**config.mk**
```make
export PLATFORM = sky130hd
export DESIGN_NAME = bsbvm_ctrl
export DESIGN_NICKNAME = d
export VERILOG_FILES = /design/src/rtl/bsbvm_pkg.sv /design/src/rtl/bsbvm_ctrl.sv
export SDC_FILE = /design/constraint.sdc
export NUM_CORES = 1
export LEC_CHECK = 0
export BUFFER_PORTS_ARGS = -buffer_cell sky130_fd_sc_hd__clkbuf_2
export CAP_MARGIN = 20
export CORE_UTILIZATION = 50
export CTS_CLUSTER_SIZE = 28
export DETAILED_ROUTE_END_ITERATION = 16
export PLACE_DENSITY = 0.88
export SETUP_SLACK_MARGIN = 0.05
export SLEW_MARGIN = 20
export SYNTH_ARGS = -nofsm -noshare
export SYNTH_HDL_FRONTEND = slang
export SYNTH_SLANG_ARGS = --single-unit
```
**constraint.sdc**
```tcl
create_clock -name clock -period 4.28 [get_ports clock]
set_clock_uncertainty 0.15 [all_clocks]
set_input_delay 0.428 -clock clock [delete_from_list [all_inputs] [get_ports clock]]
set_output_delay 0.428 -clock clock [all_outputs]
set_load 0.05 [all_outputs]
```
**src/rtl/bsbvm_pkg.sv**
```systemverilog
// ============================================================================
// bsbvm_pkg
// shared constants, codes and controller/datapath interface types for the
// byte subtract-and-branch machine
// ============================================================================
`default_nettype none

package bsbvm_pkg;

   // store geometry
   localparam int MEM_BYTES = 65536;
   localparam int ADDR_W    = $clog2(MEM_BYTES);
   localparam int PC_W      = ADDR_W + 1;
   localparam logic [31:0] MEM_LIMIT = 32'(MEM_BYTES);
   localparam logic [31:0] START_PC  = 32'd12;

   // header bytes, little-endian word of R W b 2
   localparam logic [7:0]  HDR_BYTE0 = 8'h52;
   localparam logic [7:0]  HDR_BYTE1 = 8'h57;
   localparam logic [7:0]  HDR_BYTE2 = 8'h62;
   localparam logic [7:0]  HDR_BYTE3 = 8'h32;
   localparam logic [31:0] HDR_WORD  = {HDR_BYTE3, HDR_BYTE2, HDR_BYTE1, HDR_BYTE0};

   // transaction operations
   localparam logic [1:0] OPER_LOAD  = 2'd0;
   localparam logic [1:0] OPER_START = 2'd1;
   localparam logic [1:0] OPER_STEP  = 2'd2;

   // instruction opcodes
   localparam logic [2:0] OPC_HALT   = 3'd0;
   localparam logic [2:0] OPC_OUT    = 3'd1;
   localparam logic [2:0] OPC_BRANCH = 3'd2;
   localparam logic [2:0] OPC_SUB    = 3'd3;
   localparam logic [2:0] OPC_IN     = 3'd4;
   localparam logic [7:0] OPC_LAST   = 8'd4;

   // result status codes
   localparam logic [2:0] ST_OK     = 3'd0;
   localparam logic [2:0] ST_HALT   = 3'd1;
   localparam logic [2:0] ST_BADOP  = 3'd2;
   localparam logic [2:0] ST_BADHDR = 3'd3;
   localparam logic [2:0] ST_RANGE  = 3'd4;
   localparam logic [2:0] ST_IDLE   = 3'd5;

   // program counter update select
   localparam logic [2:0] PC_HOLD  = 3'd0;
   localparam logic [2:0] PC_START = 3'd1;
   localparam logic [2:0] PC_JUMP  = 3'd2;
   localparam logic [2:0] PC_NEXT5 = 3'd3;
   localparam logic [2:0] PC_NEXT9 = 3'd4;

   // controller to datapath commands
   typedef struct packed {
      logic       clr_step;
      logic       accept;
      logic       load_wr;
      logic       fetch_start;
      logic       fetch_hdr;
      logic       fetch_rd;
      logic       op_rd;
      logic       op_cap;
      logic       rd_p0;
      logic       rd_p1;
      logic       opnd_cap;
      logic       wr_sub;
      logic       wr_in;
      logic [2:0] pc_sel;
      logic       run_set;
      logic       run_clr;
      logic       respond;
      logic [2:0] rsp_status;
      logic       rsp_out_valid;
      logic       rsp_taken;
   } ctl_cmd_type;

   // datapath to controller status
   typedef struct packed {
      logic       clear_done;
      logic       load_bad;
      logic       running;
      logic       op_bad;
      logic [2:0] op_code;
      logic       pc_bad;
      logic       fetch_last;
      logic       hdr_ok;
      logic       p0_bad;
      logic       p1_bad;
      logic       byte_high;
      logic       at_end;
   } dp_stat_type;

endpackage

`default_nettype wire

```
**src/rtl/bsbvm_ctrl.sv**
```systemverilog
// ============================================================================
// bsbvm_ctrl
// sequencer for store clearing, loads, header check and instruction steps
// ============================================================================
`default_nettype none

module bsbvm_ctrl (
   input  wire logic                    clock,
   input  wire logic                    reset,
   input  wire logic                    req_valid,
   output      logic                    req_ready,
   input  wire logic [1:0]              req_operation,
   output      logic                    rsp_valid,
   input  wire logic                    rsp_ready,
   output      bsbvm_pkg::ctl_cmd_type  cmd,
   input  wire bsbvm_pkg::dp_stat_type  stat
);

   localparam logic [3:0] S_CLEAR    = 4'd0;
   localparam logic [3:0] S_IDLE     = 4'd1;
   localparam logic [3:0] S_LOAD     = 4'd2;
   localparam logic [3:0] S_HDR_RD   = 4'd3;
   localparam logic [3:0] S_HDR_WAIT = 4'd4;
   localparam logic [3:0] S_HDR_CHK  = 4'd5;
   localparam logic [3:0] S_OP_RD    = 4'd6;
   localparam logic [3:0] S_OP_WAIT  = 4'd7;
   localparam logic [3:0] S_OP_DEC   = 4'd8;
   localparam logic [3:0] S_PTR_RD   = 4'd9;
   localparam logic [3:0] S_PTR_WAIT = 4'd10;
   localparam logic [3:0] S_EXEC     = 4'd11;
   localparam logic [3:0] S_OUT_WAIT = 4'd12;
   localparam logic [3:0] S_BR_WAIT  = 4'd13;
   localparam logic [3:0] S_SUB_A    = 4'd14;
   localparam logic [3:0] S_SUB_B    = 4'd15;

   logic [3:0] state_ff, state_in;
   logic       rsp_valid_ff, rsp_valid_in;
   logic       accept;

   assign req_ready = (state_ff == S_IDLE) && (!rsp_valid_ff || rsp_ready);
   assign accept    = req_valid && req_ready;
   assign rsp_valid = rsp_valid_ff;

   always_comb begin
      cmd      = '0;
      state_in = state_ff;
      case (state_ff)
         S_CLEAR: begin
            cmd.clr_step = 1'b1;
            if (stat.clear_done) begin
               state_in = S_IDLE;
            end
         end
         S_IDLE: begin
            if (accept) begin
               cmd.accept = 1'b1;
               case (req_operation)
                  bsbvm_pkg::OPER_LOAD: begin
                     state_in = S_LOAD;
                  end
                  bsbvm_pkg::OPER_START: begin
                     cmd.fetch_start = 1'b1;
                     cmd.fetch_hdr   = 1'b1;
                     state_in        = S_HDR_RD;
                  end
                  bsbvm_pkg::OPER_STEP: begin
                     if (stat.running) begin
                        state_in = S_OP_RD;
                     end else begin
                        cmd.respond    = 1'b1;
                        cmd.rsp_status = bsbvm_pkg::ST_IDLE;
                     end
                  end
                  default: begin
                     // unused operation, plain ok
                     cmd.respond    = 1'b1;
                     cmd.rsp_status = bsbvm_pkg::ST_OK;
                  end
               endcase
            end
         end
         S_LOAD: begin
            cmd.respond = 1'b1;
            if (stat.load_bad) begin
               cmd.rsp_status = bsbvm_pkg::ST_RANGE;
            end else begin
               cmd.load_wr    = 1'b1;
               cmd.rsp_status = bsbvm_pkg::ST_OK;
            end
            state_in = S_IDLE;
         end
         S_HDR_RD: begin
            cmd.fetch_rd = 1'b1;
            if (stat.fetch_last) begin
               state_in = S_HDR_WAIT;
            end
         end
         S_HDR_WAIT: begin
            state_in = S_HDR_CHK;
         end
         S_HDR_CHK: begin
            cmd.respond = 1'b1;
            if (stat.hdr_ok) begin
               cmd.pc_sel     = bsbvm_pkg::PC_START;
               cmd.run_set    = 1'b1;
               cmd.rsp_status = bsbvm_pkg::ST_OK;
            end else begin
               cmd.run_clr    = 1'b1;
               cmd.rsp_status = bsbvm_pkg::ST_BADHDR;
            end
            state_in = S_IDLE;
         end
         S_OP_RD: begin
            cmd.op_rd = 1'b1;
            state_in  = S_OP_WAIT;
         end
         S_OP_WAIT: begin
            cmd.op_cap = 1'b1;
            state_in   = S_OP_DEC;
         end
         S_OP_DEC: begin
            if (stat.op_bad) begin
               cmd.run_clr    = 1'b1;
               cmd.respond    = 1'b1;
               cmd.rsp_status = bsbvm_pkg::ST_BADOP;
               state_in       = S_IDLE;
            end else if (stat.op_code == bsbvm_pkg::OPC_HALT) begin
               cmd.run_clr    = 1'b1;
               cmd.respond    = 1'b1;
               cmd.rsp_status = bsbvm_pkg::ST_HALT;
               state_in       = S_IDLE;
            end else if (stat.pc_bad) begin
               cmd.run_clr    = 1'b1;
               cmd.respond    = 1'b1;
               cmd.rsp_status = bsbvm_pkg::ST_RANGE;
               state_in       = S_IDLE;
            end else begin
               cmd.fetch_start = 1'b1;
               state_in        = S_PTR_RD;
            end
         end
         S_PTR_RD: begin
            cmd.fetch_rd = 1'b1;
            if (stat.fetch_last) begin
               state_in = S_PTR_WAIT;
            end
         end
         S_PTR_WAIT: begin
            state_in = S_EXEC;
         end
         S_EXEC: begin
            case (stat.op_code)
               bsbvm_pkg::OPC_OUT: begin
                  if (stat.p0_bad) begin
                     cmd.run_clr    = 1'b1;
                     cmd.respond    = 1'b1;
                     cmd.rsp_status = bsbvm_pkg::ST_RANGE;
                     state_in       = S_IDLE;
                  end else begin
                     cmd.rd_p0 = 1'b1;
                     state_in  = S_OUT_WAIT;
                  end
               end
               bsbvm_pkg::OPC_BRANCH: begin
                  if (stat.p1_bad) begin
                     cmd.run_clr    = 1'b1;
                     cmd.respond    = 1'b1;
                     cmd.rsp_status = bsbvm_pkg::ST_RANGE;
                     state_in       = S_IDLE;
                  end else begin
                     cmd.rd_p1 = 1'b1;
                     state_in  = S_BR_WAIT;
                  end
               end
               bsbvm_pkg::OPC_SUB: begin
                  if (stat.p0_bad || stat.p1_bad) begin
                     cmd.run_clr    = 1'b1;
                     cmd.respond    = 1'b1;
                     cmd.rsp_status = bsbvm_pkg::ST_RANGE;
                     state_in       = S_IDLE;
                  end else begin
                     cmd.rd_p1 = 1'b1;
                     state_in  = S_SUB_A;
                  end
               end
               bsbvm_pkg::OPC_IN: begin
                  cmd.respond = 1'b1;
                  state_in    = S_IDLE;
                  if (stat.p0_bad) begin
                     cmd.run_clr    = 1'b1;
                     cmd.rsp_status = bsbvm_pkg::ST_RANGE;
                  end else begin
                     cmd.wr_in      = 1'b1;
                     cmd.pc_sel     = bsbvm_pkg::PC_NEXT5;
                     cmd.rsp_status = bsbvm_pkg::ST_OK;
                     cmd.rsp_taken  = !stat.at_end;
                  end
               end
               default: begin
                  cmd.run_clr    = 1'b1;
                  cmd.respond    = 1'b1;
                  cmd.rsp_status = bsbvm_pkg::ST_BADOP;
                  state_in       = S_IDLE;
               end
            endcase
         end
         S_OUT_WAIT: begin
            cmd.respond       = 1'b1;
            cmd.rsp_status    = bsbvm_pkg::ST_OK;
            cmd.rsp_out_valid = 1'b1;
            cmd.pc_sel        = bsbvm_pkg::PC_NEXT5;
            state_in          = S_IDLE;
         end
         S_BR_WAIT: begin
            cmd.respond = 1'b1;
            state_in    = S_IDLE;
            if (stat.byte_high) begin
               cmd.pc_sel     = bsbvm_pkg::PC_NEXT9;
               cmd.rsp_status = bsbvm_pkg::ST_OK;
            end else if (stat.p0_bad) begin
               cmd.run_clr    = 1'b1;
               cmd.rsp_status = bsbvm_pkg::ST_RANGE;
            end else begin
               cmd.pc_sel     = bsbvm_pkg::PC_JUMP;
               cmd.rsp_status = bsbvm_pkg::ST_OK;
            end
         end
         S_SUB_A: begin
            cmd.opnd_cap = 1'b1;
            cmd.rd_p0    = 1'b1;
            state_in     = S_SUB_B;
         end
         S_SUB_B: begin
            cmd.wr_sub     = 1'b1;
            cmd.pc_sel     = bsbvm_pkg::PC_NEXT9;
            cmd.respond    = 1'b1;
            cmd.rsp_status = bsbvm_pkg::ST_OK;
            state_in       = S_IDLE;
         end
         default: begin
            state_in = S_IDLE;
         end
      endcase
   end

   always_comb begin
      if (cmd.respond) begin
         rsp_valid_in = 1'b1;
      end else if (rsp_ready) begin
         rsp_valid_in = 1'b0;
      end else begin
         rsp_valid_in = rsp_valid_ff;
      end
   end

   always_ff @(posedge clock) begin
      if (reset) begin
         state_ff     <= S_CLEAR;
         rsp_valid_ff <= 1'b0;
      end else begin
         state_ff     <= state_in;
         rsp_valid_ff <= rsp_valid_in;
      end
   end

`ifndef SYNTHESIS
   // once a transaction is in flight the result slot is empty
   a_busy_slot_empty: assert property (@(posedge clock) disable iff (reset)
      (state_ff != S_IDLE && state_ff != S_CLEAR) |-> !rsp_valid_ff)
      else $error("result slot occupied while a transaction is in flight");

   a_clear_blocks: assert property (@(posedge clock) disable iff (reset)
      (state_ff == S_CLEAR) |-> !req_ready)
      else $error("request taken during store clearing");

   a_one_access: assert property (@(posedge clock) disable iff (reset)
      $onehot0({cmd.clr_step, cmd.load_wr, cmd.wr_sub, cmd.wr_in,
                cmd.fetch_rd, cmd.op_rd, cmd.rd_p0, cmd.rd_p1}))
      else $error("more than one store access in a cycle");

   a_respond_ends: assert property (@(posedge clock) disable iff (reset)
      cmd.respond |=> (state_ff == S_IDLE && rsp_valid_ff))
      else $error("result issued without returning to idle");
`endif

endmodule

`default_nettype wire

```
* Word-level counts from Yosys, hierarchy flattened *
Index checks and enable logic that the tools add are counted.

word-level totals
  word-level logic and storage cells = 115
  bits of input ports = 20
  memories = 0
  flip-flop bits (word level) = 5
  bits in latches = 0
  bits in read-only memories = 0
  output and inout bits = 26
  memory bits (writable) = 0

cells by class
  $lt $le $gt $ge = 0
  bitwise gates (word level) = 0
  multiplexer cells = 71
  div/mod/pow operators = 0
  multipliers = 0
  equal/unequal tests = 27
  reductions and logical operators = 15
  add/sub/neg operators = 0
  shift operators = 0

operator list
  cell                  number
  $mux W4               15
  $pmux W4 S12          1
  $eq A4 B4 Y1 const B  8
  $mux W1               30
  $mux W5               6
  $pmux W4 S7           1
  $pmux W4 S3           2
  $pmux W5 S4           1
  $eq A4 B3 Y1 const B  4
  $pmux W3 S5           1
  $mux W3               4
  $mux W2               5
  $eq A4 B2 Y1 const B  2
  $ne A2 B2 Y1 const B  4
  $pmux W4 S2           1
  $eq A3 B2 Y1 const B  2
  $pmux W1 S2           3
  $reduce_and A6 Y1     1
  $reduce_or A2 Y1      3
  $reduce_or A5 Y1      1
  $eq A4 B1 Y1 const B  1
  $logic_not A4 Y1      1
  $ne A4 B1 Y1 const B  1
  $pmux W1 S4           1
  other kinds (11)      14

* Logic depth before layout (Yosys ltp) *
  depth in word-level cells = 7
  mapped depth = 7
  mapped depth without buffers = 6

* Worst setup path after synthesis *
OpenSTA, ideal clock, no wires.

  path kind = flip-flop to output port
  start = register state_ff[1]
  end = output port cmd[20] (netlist name)
  path slack = 1.296 ns
  required time = 3.702 ns
  buffers on the path = 0
  arrival time = 2.406 ns
  stages on the path, launching flop included = 5
  cell sequence = dfxtp_1 > or4b_4 > nor3_4 > and2_1 > o21bai_1

RTL lines
  what                    line               text
  from (decl)             bsbvm_ctrl.sv:36   logic [3:0] state_ff, state_in;
  from (signal assigned)  bsbvm_ctrl.sv:261  state_ff <= state_in;
  to (decl)               bsbvm_ctrl.sv:15   output bsbvm_pkg::ctl_cmd_type cmd,

==> impl_metrics.env <==
export IMPL_stdcell_area_um2=1190
export IMPL_regArea_um2=100
export IMPL_finalWirelength_mm=2.62
export IMPL_grt_pass1_vias=988
export IMPL_path_max_fanout=23
export IMPL_syn_area_per_cell_um2=6.57
export IMPL_synth_area_leader_cell="dfxtp_1"
export IMPL_regToRegEndpoint="rsp_valid"
export IMPL_cts_max_level=1
export IMPL_finalPower_uw=208
export IMPL_dp_hpwl_mm=2.03
export IMPL_post_cts_resized=0
export IMPL_final_nets=211
export IMPL_yosysTopAreaCellShare=0.104
export IMPL_hold_depth=2
export IMPL_dr_pass1_iters=4
export IMPL_fmax_ghz=0.341
export IMPL_die_w_um=45.8
export IMPL_cts_buffer_depth=2
export IMPL_highest_layer="met4"
export IMPL_vdd_drop_max_mv=0.117
export IMPL_r2r_start="state_ff[0]"
export IMPL_grt_overflow_total=0
export IMPL_min_from="reset"
export IMPL_relSlewSlack=0.545
export IMPL_routabilityCongestion=0.845
export IMPL_whs_endpoint="rsp_valid"
export IMPL_grt_pass1_wl_mm=4.23
export IMPL_portBuffers=45
export IMPL_leakagePower_nw=0.560
export IMPL_ys_ff_latch=5
export IMPL_clockRootBuffer="clkbuf_4"
export IMPL_status="finished, final reports clean"
export IMPL_drc=0
export IMPL_drt_initial_drc_count=52
export IMPL_wl_met2_mm=1.25
export IMPL_rrSetupSlack_ns=2.21
export IMPL_critPathKind="reg2out"
export IMPL_routed_wl_met3_um=127
export IMPL_final_period_utilization=0.685
export IMPL_multi_input_area_um2=771
export IMPL_ys_types=47
export IMPL_die_y_um=45.8
export IMPL_ctsHoldBuffers=0
export IMPL_setup_viol=0
export IMPL_detail_route_antenna_nets=0
export IMPL_track_usage=0.272
export IMPL_areaGrowthSynthToFinish_pct=24.1
export IMPL_wl_per_cell_um=12.5
export IMPL_synth_common_cells="nor2_1 (22), a21oi_1 (10), inv_1 (10)"
export IMPL_startpoint="state_ff[0]"
export IMPL_start_util=0.544
export IMPL_die_area_um2=2100
export IMPL_syn_num_nets=171
export IMPL_core_um2=1760
export IMPL_end_kind="output port"
export IMPL_synth_flop_cell="dfxtp_1"
export IMPL_n_fill_cell=160
export IMPL_maxCapViolations=0
export IMPL_synth_seq_area_share=0.104
export IMPL_post_cts_buffers=0
export IMPL_viasPerCell=5.63
export IMPL_syn_inst=146
export IMPL_synthTopCellsByArea="dfxtp_1 (10%), nor2_1 (8.6%), ha_1 (6.5%)"
export IMPL_ys_async_sr_fraction=0
export IMPL_tightest_slew_ns=0.682
export IMPL_ys_warn_count=0
export IMPL_drv_slew=0
export IMPL_cts_buffers=3
export IMPL_synth_edff_count=0
export IMPL_synthMostInstantiatedCell="nor2_1"
export IMPL_timing_setup_tns_ns=0
export IMPL_r2r_cells=4
export IMPL_vias=1182
export IMPL_place_area_um2=1160
export IMPL_rsz0062_at_grt="no"
export IMPL_netlist_area_um2=960
export IMPL_clock_latency_ns=0.26
export IMPL_wl_met1_mm=1.21
export IMPL_cts_sinks=5
export IMPL_n_antenna_cell=0
export IMPL_drive_gt1_frac=0.303
export IMPL_grt_max_degree=24
export IMPL_io_pins=46
export IMPL_required_ns=3.70
export IMPL_pwr_density_cell_nw_per_um2=175
export IMPL_fp_row_count=15
export IMPL_fin_crit_ns=2.93
export IMPL_hp_class="in2reg"
export IMPL_antenna_found_initial=0
export IMPL_path_clk_slew_ns=0.05
export IMPL_cts_tree="built"
export IMPL_cp_arrival_ns=2.35
export IMPL_start_kind="register"
export IMPL_final_hold_viol_count=0
==> sequential cells by signal, indices dropped and copies added, names as in the netlist <==
| name | count |
|---|---|
| rsp_valid | 1 |
| state_ff | 4 |
==> worst max-delay path, stage by stage (launching register included) <==
cell and delay, ns:
dfxtp_1 0.75, or4b_4 0.57, nor3_4 0.22, and2_1 0.16
o21bai_1 0.10, clkbuf_2 0.29
==> power breakdown <==
group | switching [mW] | internal, mW | leakage [nW]
Clock | 0.0256 | 0.0357 | 0.0150
Combinational | 0.0567 | 0.0316 | 0.505
Sequential | 0.00961 | 0.0489 | 0.0407
==> layout make-up <==
cell class	count	share of cell area
sequential	5	0.0840
inverter	10	0.0315
timing repair buffer	45	0.189
multi-input combinational	121	0.647
tap	25	0.0263
clock buffer	4	0.0221
==> kinds of logic after synthesis <==
logic type,after synthesis,synth area share
buffers and inverters,20,0.0926
DFF,5,0.104
and+or+nand+nor,79,0.471
xor gates and xnor gates,2,0.0183
AOI/OAI and AO/OA,35,0.249
adders and majority gates,5,0.0652
==> cell usage in the layout (no fill, tap or decap), types with 2 or more instances in the layout <==
cell type and n:
clkbuf_2 45, nor2_1 22, a21oi_1 10, inv_1 10, nand2_1 9, o21ai_0 9
nand3_1 7, nand2b_1 7, nor3_1 5, ha_1 5, dfxtp_1 5, nor2b_1 4
clkbuf_4 3, nand4_1 2, or3_1 2, or4b_1 2, or3b_1 2, nand3b_1 2
nor4_1 2, and2_1 2, o21bai_1 2, xnor2_1 2, a21o_1 2
==> worst max path at each step <==
stage	endpoint	cells past startpoint
final	cmd[20]	5
after global routing	cmd[20]	5
after CTS	cmd[20]	5
after detailed placement	cmd[20]	5
after global placement	cmd[20]	5
after floorplan	cmd[20]	4
==> metrics by stage <==
step	hold slack (ns)	worst slack, ns	instances	util
global placement	0.374	1.70	206	0.660
global route	0.304	1.23	210	0.675
detailed placement	0.399	1.63	206	0.660
CTS	0.279	1.35	210	0.675
finish	0.279	1.35	210	0.675
floorplan	0.341	1.30	146	-
==> layer usage <==
| layer | track usage | up-vias |
|---|---|---|
| li1 | - | 606 |
| met1 | 0.362 | 523 |
| met2 | 0.446 | 47 |
| met4 | 0.118 | 0 |
| met3 | 0.0238 | 6 |
| met5 | 0 | - |
Power figures use the tool's default switching activity.
